--- src/hw/rtl/event_log_queue_with_dedup_top_macros.svh ---
`ifndef EVENT_LOG_QUEUE_WITH_DEDUP_TOP_MACROS_SVH
`define EVENT_LOG_QUEUE_WITH_DEDUP_TOP_MACROS_SVH

// Invariant checked on every clock outside reset.
`define ELQ_ASSERT(label, prop, msg) \
    label: assert property (@(posedge i_clk) disable iff (!i_rst_n) (prop)) \
        else $error(msg);

// Condition in one cycle implies a consequence in the next.
`define ELQ_ASSERT_NEXT(label, ante, cons, msg) \
    label: assert property (@(posedge i_clk) disable iff (!i_rst_n) (ante) |=> (cons)) \
        else $error(msg);

`endif

--- src/hw/rtl/elq_pkg.sv ---
`timescale 1ns / 1ps

package elq_pkg;

    localparam int LOG_DEPTH = 32;
    localparam int IDX_W     = $clog2(LOG_DEPTH);
    localparam int CNT_W     = $clog2(LOG_DEPTH + 1);

    localparam int TS_W   = 32;
    localparam int PID_W  = 16;
    localparam int KIND_W = 3;
    localparam int PCT_W  = 7;
    localparam int NOW_W  = 48;
    localparam int SIM_W  = 16;
    localparam int WIN_W  = 24;
    localparam int REC_W  = TS_W + PID_W + KIND_W + PCT_W;

    localparam logic [WIN_W-1:0] WINDOW_RESET = WIN_W'(60 * 1000);
    localparam logic [PCT_W-1:0] PCT_FULL     = PCT_W'(100);

    localparam logic [KIND_W-1:0] KIND_IN   = 3'd0;
    localparam logic [KIND_W-1:0] KIND_OUT  = 3'd1;
    localparam logic [KIND_W-1:0] KIND_TEST = 3'd4;

    localparam logic [1:0] REG_LOG_EN  = 2'd0;
    localparam logic [1:0] REG_SRV_CFG = 2'd1;
    localparam logic [1:0] REG_WINDOW  = 2'd2;

    typedef enum logic [1:0] {
        ACT_REPORT  = 2'd0,
        ACT_PEEK    = 2'd1,
        ACT_ADVANCE = 2'd2,
        ACT_DROP    = 2'd3
    } t_action;

    typedef enum logic [2:0] {
        STS_OK       = 3'd0,
        STS_DISABLED = 3'd1,
        STS_BAD_EVT  = 3'd2,
        STS_NO_TIME  = 3'd3,
        STS_EMPTY    = 3'd4,
        STS_MISMATCH = 3'd5
    } t_status;

    typedef enum logic {
        FSM_IDLE = 1'b0,
        FSM_EXEC = 1'b1
    } t_fsm;

    // Input item body, last field in the lowest bits.
    typedef struct packed {
        logic [PCT_W-1:0]        exp_pct;
        logic                    time_ready;
        logic                    checked;
        logic signed [SIM_W-1:0] sim;
        logic [KIND_W-1:0]       kind;
        logic [PID_W-1:0]        pid;
        logic [TS_W-1:0]         ts;
        logic [NOW_W-1:0]        now;
    } t_item;

    localparam int ITEM_W    = $bits(t_item);
    localparam int IN_DATA_W = ((ITEM_W + 7) / 8) * 8;

    typedef struct packed {
        logic [CNT_W-1:0]  count;
        logic [PCT_W-1:0]  pct;
        logic [KIND_W-1:0] kind;
        logic [PID_W-1:0]  pid;
        logic [TS_W-1:0]   ts;
        logic              dropped;
        logic              dup;
        t_status           status;
    } t_result;

    localparam int RES_W      = $bits(t_result);
    localparam int OUT_DATA_W = ((RES_W + 7) / 8) * 8;

    typedef struct packed {
        logic             log_en;
        logic             srv_cfg;
        logic [WIN_W-1:0] window;
    } t_cfg;

    typedef struct packed {
        logic [IDX_W-1:0]  oldest;
        logic [CNT_W-1:0]  count;
        logic [PID_W-1:0]  last_pid;
        logic [KIND_W-1:0] last_kind;
        logic [NOW_W-1:0]  last_time;
    } t_state;

    typedef struct packed {
        t_result          result;
        logic             wr_en;
        logic [IDX_W-1:0] wr_idx;
        logic [REC_W-1:0] wr_data;
        t_state           n_state;
    } t_eval;

endpackage

--- src/hw/rtl/event_log_queue_with_dedup_top.sv ---
// Timing: the item and the head slot are registered at the input transfer; the result is
//   registered at write-back, which waits while an earlier result still waits on the output.
// Flow: a new item is taken only after write-back of the last one; the head slot is read from
//   the record RAM in the accept cycle and the item is evaluated and written back after it.
// Reset: synchronous, active low; clears head index, count, last-event tracking, output
//   valid and configuration (window 60000 ms). Record RAM contents are left as they are.
`timescale 1ns / 1ps
`include "event_log_queue_with_dedup_top_macros.svh"

module event_log_queue_with_dedup_top (
    input  logic                               i_clk,
    input  logic                               i_rst_n,
    input  logic                               i_cfg_we,
    input  logic [1:0]                         i_cfg_idx,
    input  logic [elq_pkg::WIN_W-1:0]          i_cfg_data,
    input  logic                               s_axis_tvalid,
    output logic                               s_axis_tready,
    // now_ms, timestamp, badge_id, event_kind, similarity_q, checked_entry,
    // time_ready, expected_pct, zero fill
    input  logic [elq_pkg::IN_DATA_W-1:0]      s_axis_tdata,
    // action
    input  logic [1:0]                         s_axis_tuser,
    output logic                               m_axis_tvalid,
    input  logic                               m_axis_tready,
    // status, duplicate, dropped_oldest, out_timestamp, out_badge_id,
    // out_event_kind, out_similarity_pct, queue_count, zero fill
    output logic [elq_pkg::OUT_DATA_W-1:0]     m_axis_tdata
);

    elq_pkg::t_fsm      r_state, n_state;
    elq_pkg::t_item     r_item;
    elq_pkg::t_action   r_action;
    elq_pkg::t_cfg      r_cfg;
    elq_pkg::t_state    r_st;
    elq_pkg::t_result   r_result;
    logic               r_m_valid;

    logic                          w_accept;
    logic                          w_out_free;
    logic                          w_exec;
    logic [elq_pkg::REC_W-1:0]     w_head;
    elq_pkg::t_eval                w_eval;
    logic [elq_pkg::CNT_W-1:0]     w_count;
    logic [elq_pkg::IDX_W-1:0]     w_oldest;

    assign s_axis_tready = (r_state == elq_pkg::FSM_IDLE);
    assign w_accept      = s_axis_tvalid && s_axis_tready;
    assign w_out_free    = !r_m_valid || m_axis_tready;
    assign w_exec        = (r_state == elq_pkg::FSM_EXEC) && w_out_free;
    assign w_count       = r_st.count;
    assign w_oldest      = r_st.oldest;

    always_ff @(posedge i_clk) begin
        if (!i_rst_n) begin
            r_cfg.log_en  <= 1'b0;
            r_cfg.srv_cfg <= 1'b0;
            r_cfg.window  <= elq_pkg::WINDOW_RESET;
        end else if (i_cfg_we) begin
            case (i_cfg_idx)
                elq_pkg::REG_LOG_EN:  r_cfg.log_en  <= i_cfg_data[0];
                elq_pkg::REG_SRV_CFG: r_cfg.srv_cfg <= i_cfg_data[0];
                elq_pkg::REG_WINDOW:  r_cfg.window  <= i_cfg_data;
                default: begin
                end
            endcase
        end
    end

    always_ff @(posedge i_clk) begin
        if (!i_rst_n) begin
            r_state <= elq_pkg::FSM_IDLE;
        end else begin
            r_state <= n_state;
        end
    end

    // The next item is taken only after write-back, so a read never overlaps a write.
    always_comb begin
        n_state = r_state;
        case (r_state)
            elq_pkg::FSM_IDLE: begin
                if (w_accept) begin
                    n_state = elq_pkg::FSM_EXEC;
                end
            end
            elq_pkg::FSM_EXEC: begin
                if (w_out_free) begin
                    n_state = elq_pkg::FSM_IDLE;
                end
            end
            default: n_state = elq_pkg::FSM_IDLE;
        endcase
    end

    always_ff @(posedge i_clk) begin
        if (w_accept) begin
            r_item   <= elq_pkg::t_item'(s_axis_tdata[elq_pkg::ITEM_W-1:0]);
            r_action <= elq_pkg::t_action'(s_axis_tuser);
        end
    end

    elq_ram #(
        .WIDTH (elq_pkg::REC_W),
        .DEPTH (elq_pkg::LOG_DEPTH)
    ) u_slots (
        .i_clk   (i_clk),
        .i_we    (w_exec && w_eval.wr_en),
        .i_waddr (w_eval.wr_idx),
        .i_wdata (w_eval.wr_data),
        .i_re    (w_accept),
        .i_raddr (r_st.oldest),
        .o_rdata (w_head)
    );

    elq_eval u_eval (
        .i_action (r_action),
        .i_item   (r_item),
        .i_cfg    (r_cfg),
        .i_state  (r_st),
        .i_head   (w_head),
        .o_eval   (w_eval)
    );

    always_ff @(posedge i_clk) begin
        if (!i_rst_n) begin
            r_st <= '0;
        end else if (w_exec) begin
            r_st <= w_eval.n_state;
        end
    end

    always_ff @(posedge i_clk) begin
        if (!i_rst_n) begin
            r_m_valid <= 1'b0;
        end else if (w_exec) begin
            r_m_valid <= 1'b1;
        end else if (m_axis_tready) begin
            r_m_valid <= 1'b0;
        end
    end

    always_ff @(posedge i_clk) begin
        if (w_exec) begin
            r_result <= w_eval.result;
        end
    end

    assign m_axis_tvalid = r_m_valid;
    assign m_axis_tdata  = {{(elq_pkg::OUT_DATA_W - elq_pkg::RES_W){1'b0}}, r_result};

    `ELQ_ASSERT(a_count_bound, w_count <= elq_pkg::CNT_W'(elq_pkg::LOG_DEPTH), "record count above depth")
    `ELQ_ASSERT(a_oldest_bound, w_oldest <= elq_pkg::IDX_W'(elq_pkg::LOG_DEPTH - 1), "head index out of range")
    `ELQ_ASSERT_NEXT(a_count_idle, r_state == elq_pkg::FSM_IDLE, $stable(w_count), "count moved outside write-back")
    `ELQ_ASSERT_NEXT(a_exec_result, w_exec, m_axis_tvalid && (r_state == elq_pkg::FSM_IDLE), "write-back without result")

endmodule

--- src/hw/rtl/elq_ram.sv ---
`timescale 1ns / 1ps

module elq_ram #(
    parameter int WIDTH = 8,
    parameter int DEPTH = 16,
    localparam int AW   = (DEPTH > 1) ? $clog2(DEPTH) : 1
) (
    input  logic             i_clk,
    input  logic             i_we,
    input  logic [AW-1:0]    i_waddr,
    input  logic [WIDTH-1:0] i_wdata,
    input  logic             i_re,
    input  logic [AW-1:0]    i_raddr,
    output logic [WIDTH-1:0] o_rdata
);

    logic [WIDTH-1:0] r_mem [DEPTH];
    logic [WIDTH-1:0] r_rdata;

    always_ff @(posedge i_clk) begin
        if (i_we) begin
            r_mem[i_waddr] <= i_wdata;
        end
        if (i_re) begin
            r_rdata <= r_mem[i_raddr];
        end
    end

    assign o_rdata = r_rdata;

endmodule

--- src/hw/rtl/elq_eval.sv ---
`timescale 1ns / 1ps

module elq_eval (
    input  elq_pkg::t_action                 i_action,
    input  elq_pkg::t_item                   i_item,
    input  elq_pkg::t_cfg                    i_cfg,
    input  elq_pkg::t_state                  i_state,
    input  logic [elq_pkg::REC_W-1:0]        i_head,
    output elq_pkg::t_eval                   o_eval
);

    localparam int SUM_W  = elq_pkg::CNT_W + 1;
    localparam int PROD_W = 21;

    logic                          w_enabled;
    logic                          w_inout;
    logic                          w_full;
    logic                          w_empty;
    logic [elq_pkg::NOW_W:0]       w_diff;
    logic                          w_in_window;
    logic                          w_dup_hit;
    logic [PROD_W-1:0]             w_prod;
    logic [elq_pkg::PCT_W-1:0]     w_pct;
    logic [elq_pkg::IDX_W-1:0]     w_oldest_inc;
    logic [SUM_W-1:0]              w_sum;
    logic [SUM_W-1:0]              w_sum_wrap;
    logic [elq_pkg::REC_W-1:0]     w_expected;
    logic [elq_pkg::TS_W-1:0]      w_store_ts;

    assign w_enabled = i_cfg.log_en & i_cfg.srv_cfg;
    assign w_inout   = (i_item.kind == elq_pkg::KIND_IN) || (i_item.kind == elq_pkg::KIND_OUT);
    assign w_full    = (i_state.count == elq_pkg::CNT_W'(elq_pkg::LOG_DEPTH));
    assign w_empty   = (i_state.count == '0);

    // A borrow out of the top bit means now is earlier than the last record.
    assign w_diff      = {1'b0, i_item.now} - {1'b0, i_state.last_time};
    assign w_in_window = !w_diff[elq_pkg::NOW_W]
                       && (w_diff[elq_pkg::NOW_W-1:0]
                           < {{(elq_pkg::NOW_W - elq_pkg::WIN_W){1'b0}}, i_cfg.window});
    assign w_dup_hit   = w_inout && (i_item.pid == i_state.last_pid)
                       && (i_item.kind == i_state.last_kind) && w_in_window;

    // Q2.14 to percent, round half up; clamp at zero and one.
    assign w_prod = PROD_W'(i_item.sim[13:0]) * PROD_W'(100) + PROD_W'(8192);
    always_comb begin
        if (i_item.sim[15] || (i_item.sim == '0)) begin
            w_pct = '0;
        end else if (i_item.sim[14]) begin
            w_pct = elq_pkg::PCT_FULL;
        end else begin
            w_pct = w_prod[20:14];
        end
    end

    assign w_oldest_inc = (i_state.oldest == elq_pkg::IDX_W'(elq_pkg::LOG_DEPTH - 1))
                        ? '0 : i_state.oldest + elq_pkg::IDX_W'(1);

    // Tail slot; a full log overwrites the head slot.
    assign w_sum      = SUM_W'(i_state.oldest) + SUM_W'(i_state.count);
    assign w_sum_wrap = (w_sum >= SUM_W'(elq_pkg::LOG_DEPTH))
                      ? w_sum - SUM_W'(elq_pkg::LOG_DEPTH) : w_sum;

    assign w_store_ts = i_item.time_ready ? i_item.ts : '0;
    assign w_expected = {i_item.ts, i_item.pid, i_item.kind, i_item.exp_pct};

    always_comb begin
        o_eval                = '0;
        o_eval.result.status  = elq_pkg::STS_OK;
        o_eval.n_state        = i_state;
        o_eval.wr_idx         = w_full ? i_state.oldest : w_sum_wrap[elq_pkg::IDX_W-1:0];
        o_eval.wr_data        = {w_store_ts, i_item.pid, i_item.kind, w_pct};

        case (i_action)
            elq_pkg::ACT_REPORT: begin
                if (i_item.checked && !w_enabled) begin
                    o_eval.result.status = elq_pkg::STS_DISABLED;
                end else if (i_item.checked && !w_inout) begin
                    o_eval.result.status = elq_pkg::STS_BAD_EVT;
                end else if (i_item.checked && !i_item.time_ready) begin
                    o_eval.result.status = elq_pkg::STS_NO_TIME;
                end else if ((i_item.kind != elq_pkg::KIND_TEST) && !w_enabled) begin
                    o_eval.result.status = elq_pkg::STS_DISABLED;
                end else if (i_item.kind > elq_pkg::KIND_TEST) begin
                    o_eval.result.status = elq_pkg::STS_BAD_EVT;
                end else if (w_dup_hit) begin
                    o_eval.result.dup = 1'b1;
                end else begin
                    o_eval.wr_en = 1'b1;
                    if (w_full) begin
                        o_eval.result.dropped  = 1'b1;
                        o_eval.n_state.oldest  = w_oldest_inc;
                    end else begin
                        o_eval.n_state.count = i_state.count + elq_pkg::CNT_W'(1);
                    end
                    o_eval.n_state.last_pid  = i_item.pid;
                    o_eval.n_state.last_kind = i_item.kind;
                    o_eval.n_state.last_time = i_item.now;
                end
            end
            default: begin
                if (w_empty) begin
                    o_eval.result.status = elq_pkg::STS_EMPTY;
                end else begin
                    case (i_action)
                        elq_pkg::ACT_PEEK: begin
                            {o_eval.result.ts, o_eval.result.pid,
                             o_eval.result.kind, o_eval.result.pct} = i_head;
                        end
                        elq_pkg::ACT_ADVANCE: begin
                            if (i_head == w_expected) begin
                                o_eval.n_state.oldest = w_oldest_inc;
                                o_eval.n_state.count  = i_state.count - elq_pkg::CNT_W'(1);
                            end else begin
                                o_eval.result.status = elq_pkg::STS_MISMATCH;
                            end
                        end
                        elq_pkg::ACT_DROP: begin
                            o_eval.n_state.oldest = w_oldest_inc;
                            o_eval.n_state.count  = i_state.count - elq_pkg::CNT_W'(1);
                        end
                        default: begin
                        end
                    endcase
                end
            end
        endcase

        o_eval.result.count = o_eval.n_state.count;
    end

endmodule

--- config.mk ---
export PLATFORM = sky130hd
export DESIGN_NAME = event_log_queue_with_dedup_top
export DESIGN_NICKNAME = d
export VERILOG_FILES = /design/src/hw/rtl/elq_pkg.sv /design/src/hw/rtl/event_log_queue_with_dedup_top.sv /design/src/hw/rtl/elq_ram.sv /design/src/hw/rtl/elq_eval.sv
export VERILOG_INCLUDE_DIRS = /design/src /design/src/hw/rtl
export SDC_FILE = /design/constraint.sdc
export NUM_CORES = 2
export LEC_CHECK = 0
export BUFFER_PORTS_ARGS = -buffer_cell sky130_fd_sc_hd__buf_4
export CELL_PAD_IN_SITES_DETAIL_PLACEMENT = 1
export CELL_PAD_IN_SITES_GLOBAL_PLACEMENT = 2
export CORE_UTILIZATION = 49
export DETAILED_ROUTE_END_ITERATION = 8
export PLACE_DENSITY = 0.85
export REMOVE_ABC_BUFFERS = 1
export SKIP_LAST_GASP = 1
export SYNTH_ARGS = -nofsm -noshare
export SYNTH_HDL_FRONTEND = slang
export SYNTH_SLANG_ARGS = --single-unit
--- constraint.sdc ---
create_clock -name i_clk -period 11.9 [get_ports i_clk]
set_input_delay 0.595 -clock i_clk [delete_from_list [all_inputs] [get_ports i_clk]]
set_output_delay 0.595 -clock i_clk [all_outputs]
set_load 0.05 [all_outputs]
==> metrics <==
CP max stage delay 930 ps; # rows around 160; number of CTS-inserted buffers 213; CTS resizes 0; Post-Synth Simple-Gate Area 0.0363; ys flop type edfxtp_1; GRT Util Overall 0.270; DR WL/cell approximately 33 um; RD Place Congestion approximately 0.86; DR pass1 iterations 7; # DRC 0; vias 48300; main combinational cell family by area after synthesis multiplexers; synth warn 0; Buf+Inv Stages, Crit Path 4; Fmax about 130 MHz; core area between 0.15 and 0.2 mm^2; TritonCTS clock tree built; die width ~430 um; crit path max fanout a little under 80; Post-synth EDFFs 2109; WL final ~250 mm; number of routed nets with antenna violations 0; Final #Nets roughly 5400; CTS clk-pin slew, worst paths 60 ps; PortBufs 227; Die ar. between 0.15 and 0.2 mm^2; Layout Skew about 72 ps; Die H between 400 and 500 um; post-route setup slack a little under 4000 ps; Tcrit/Tclk final 0.671; worst min-delay path class input port to flop; setup tns final 0 ps; post-synthesis sequential area ratio 0.728; Syn Inst Count between 4000 and 5000; commonest non-fill, non-tap cell in the layout edfxtp_1; dpl hpwl 135 mm; largest net degree at the start of global routing ~160; initial drt markers approximately 5600; Max-slew headroom 0.130; Synth cell types approximately 90; initial core utilization 0.495; Slowest cell on crit path buf_4; Synth area leaders edfxtp_1 (70%), mux4_2 (15%), dfxtp_1 (2.4%), ha_1 (1.9%), xnor2_1 (1.0%); crit path kind flop to flop; Worst EP arrival between 8000 and 9000 ps; Post-synth ARST share 0; mapped cell area around 0.09 mm^2; initial antenna violation count 3; mux cell area share after synthesis 0.154; Req. time, crit path around 12000 ps; outcome completed; critical path's top delay family simple AND/OR/NAND/NOR gates; Tot Pwr 16.6 mW; crit-path cells inv_1 -> ha_1 -> inv_1 -> fa_1 -> a21o_1 -> and4_1 -> nor2_1 -> o21ai_0 -> a31oi_1 -> xnor2_1 -> ha_1 -> nand4_1 -> a2111oi_0 -> o21ai_0 -> o211ai_1 -> nor4_1 -> nand4_1 -> nor3_2 -> nor3_4 -> buf_4 -> nand2_1 -> nor4_2 -> buf_4; xor-xnor portion of the synthesized cell area 0.0124; share of cells above drive strength 1 0.258; vias in the first global route roughly 51000; pwr/cell area between 150 and 200 mW/mm^2; area delta synth->final 15.1%; post-layout util 0.570; adder-cell share of the synthesized area 0.0207; #FFs+latches synth about 2200; H-tree levels 4; fin crit period 7990 ps; Pleak ~33 nW; clk_lat worst skew 880 ps; Vias/cell 6.32; CTS max path bufs 3; CP Launch Type flop; final setup fails 0; area share of the largest cell type after synthesis 0.705; area leader, netlist edfxtp_1; global route overflow 0; root buffer cell clkbuf_16; Worst-Margin Slew 1310 ps; Crit. End Element flop; most frequent cells in the layout edfxtp_1 (2109), mux4_2 (580), buf_4 (344); Final Max Slew Viols 0; Final Hold Fails 0; unrepaired setup endpoints after global routing no; MaxCap Viol Count 0; CTS Sinks 2215; pre-CTS setup slack 3930 ps; first-pass GRT wire length between 300 and 400 mm; Synth Area in Compound Gates 0.0312; I/O Pins around 240; peak supply drop roughly 0.13 mV; Mean Syn Cell Area about 20 um^2
-- worst min-delay path, stage by stage --
cell and delay (ps):
buf_4 70, nand2b_1 130, a21oi_1 80
-- what timing repair did --
item | 4_1_cts | 5_1_grt
endpoints found under the hold margin | 152 | 0
hold buffers | 150 | 0
buffers inserted | 0 | 0
-- cells by family (layout without fill, tap and decap cells) --
| group | count (synthesis) | in the layout |
|---|---|---|
| fa+ha+maj | 143 | 143 |
| mux | 650 | 650 |
| buf+inv | 388 | 1043 |
| compound gates | 464 | 464 |
| flops | 2215 | 2215 |
| xor+xnor | 127 | 127 |
| other cells | 1 | 5 |
| simple gates | 619 | 619 |
-- report_power, final --
part	internal (mW)	total [mW]	leakage, nW	switching (mW)
Sequential	8.68	8.73	20.2	0.0495
Clock	3.93	6.97	3.47	3.05
Combinational	0.312	0.935	9.05	0.623
Total	12.9	16.6	32.7	3.72
-- Yosys cell counts, types with 7 or more instances --
cell type	n
xor2_1	20
buf_2	24
a211oi_1	13
o21a_1	22
nand2_1	123
nand2b_1	16
mux2i_1	11
o21ai_1	26
or3_1	7
nor4_1	32
a21o_1	28
nand3_1	103
mux2_2	58
nor2_1	88
a31oi_1	14
fa_1	10
ha_1	133
xnor2_1	107
a21oi_1	167
and2_1	95
nor3_1	46
mux4_2	580
o211ai_1	15
and3_1	9
buf_1	68
clkbuf_1	140
o31ai_1	8
a2111oi_0	10
inv_1	145
or2_2	8
nand4_1	52
o21ai_0	105
edfxtp_1	2109
dfxtp_1	106
-- metal layers --
| layer | GRT usage | wire (um) | vias up |
|---|---|---|---|
| met3 | 0.0403 | 19800 | 433 |
| met1 | 0.355 | 94600 | 25500 |
| met2 | 0.460 | 127000 | 2663 |
| met5 | 0 | 0 | - |
| met4 | 0.0940 | 8730 | 0 |
| li1 | - | - | 19700 |
-- registers in the layout, summed over array words and instances, names as in the netlist --
name	cells
r_item	124
m_axis_tdata	69
u_slots.r_mem	1856
w_count	6
m_axis_tvalid	1
u_slots.o_rdata	58
r_cfg	26
r_state	1
w_oldest	5
r_action	2
r_st	67
-- final timing paths --
check / end / from / slack (ps) / cells past startpoint
max: u_slots.r_mem[4][1] / r_item[0] / 3910 / 23
min: m_axis_tvalid / m_axis_tready / 70 / 3
max reg2reg: u_slots.r_mem[4][1] / r_item[0] / 3910 / 23
min reg2reg: r_cfg[20] / r_cfg[20] / 450 / 2
-- area by class of cell --
class	count	area, um^2
multi-input cells	2006	23100
clock buffers	259	5530
well taps	2370	2970
flip-flops and latches	2215	65500
inverters	146	557
clock inverters	140	1670
diodes	2	5.00
fillers	15700	78100
repair buffers	498	4160
-- through the flow --
step / hold WS (ps) / cells / cell area [um^2]
floorplan: 434 / 4367 / 88900
global placement: 446 / 7085 / 94700
detailed placement: 451 / 7085 / 94700
CTS: 8.95 / 7634 / 103000
global route: 45.5 / 7634 / 103000
finish: 69.3 / 7636 / 103000
Note: power is estimated with default switching activity, not from simulation.
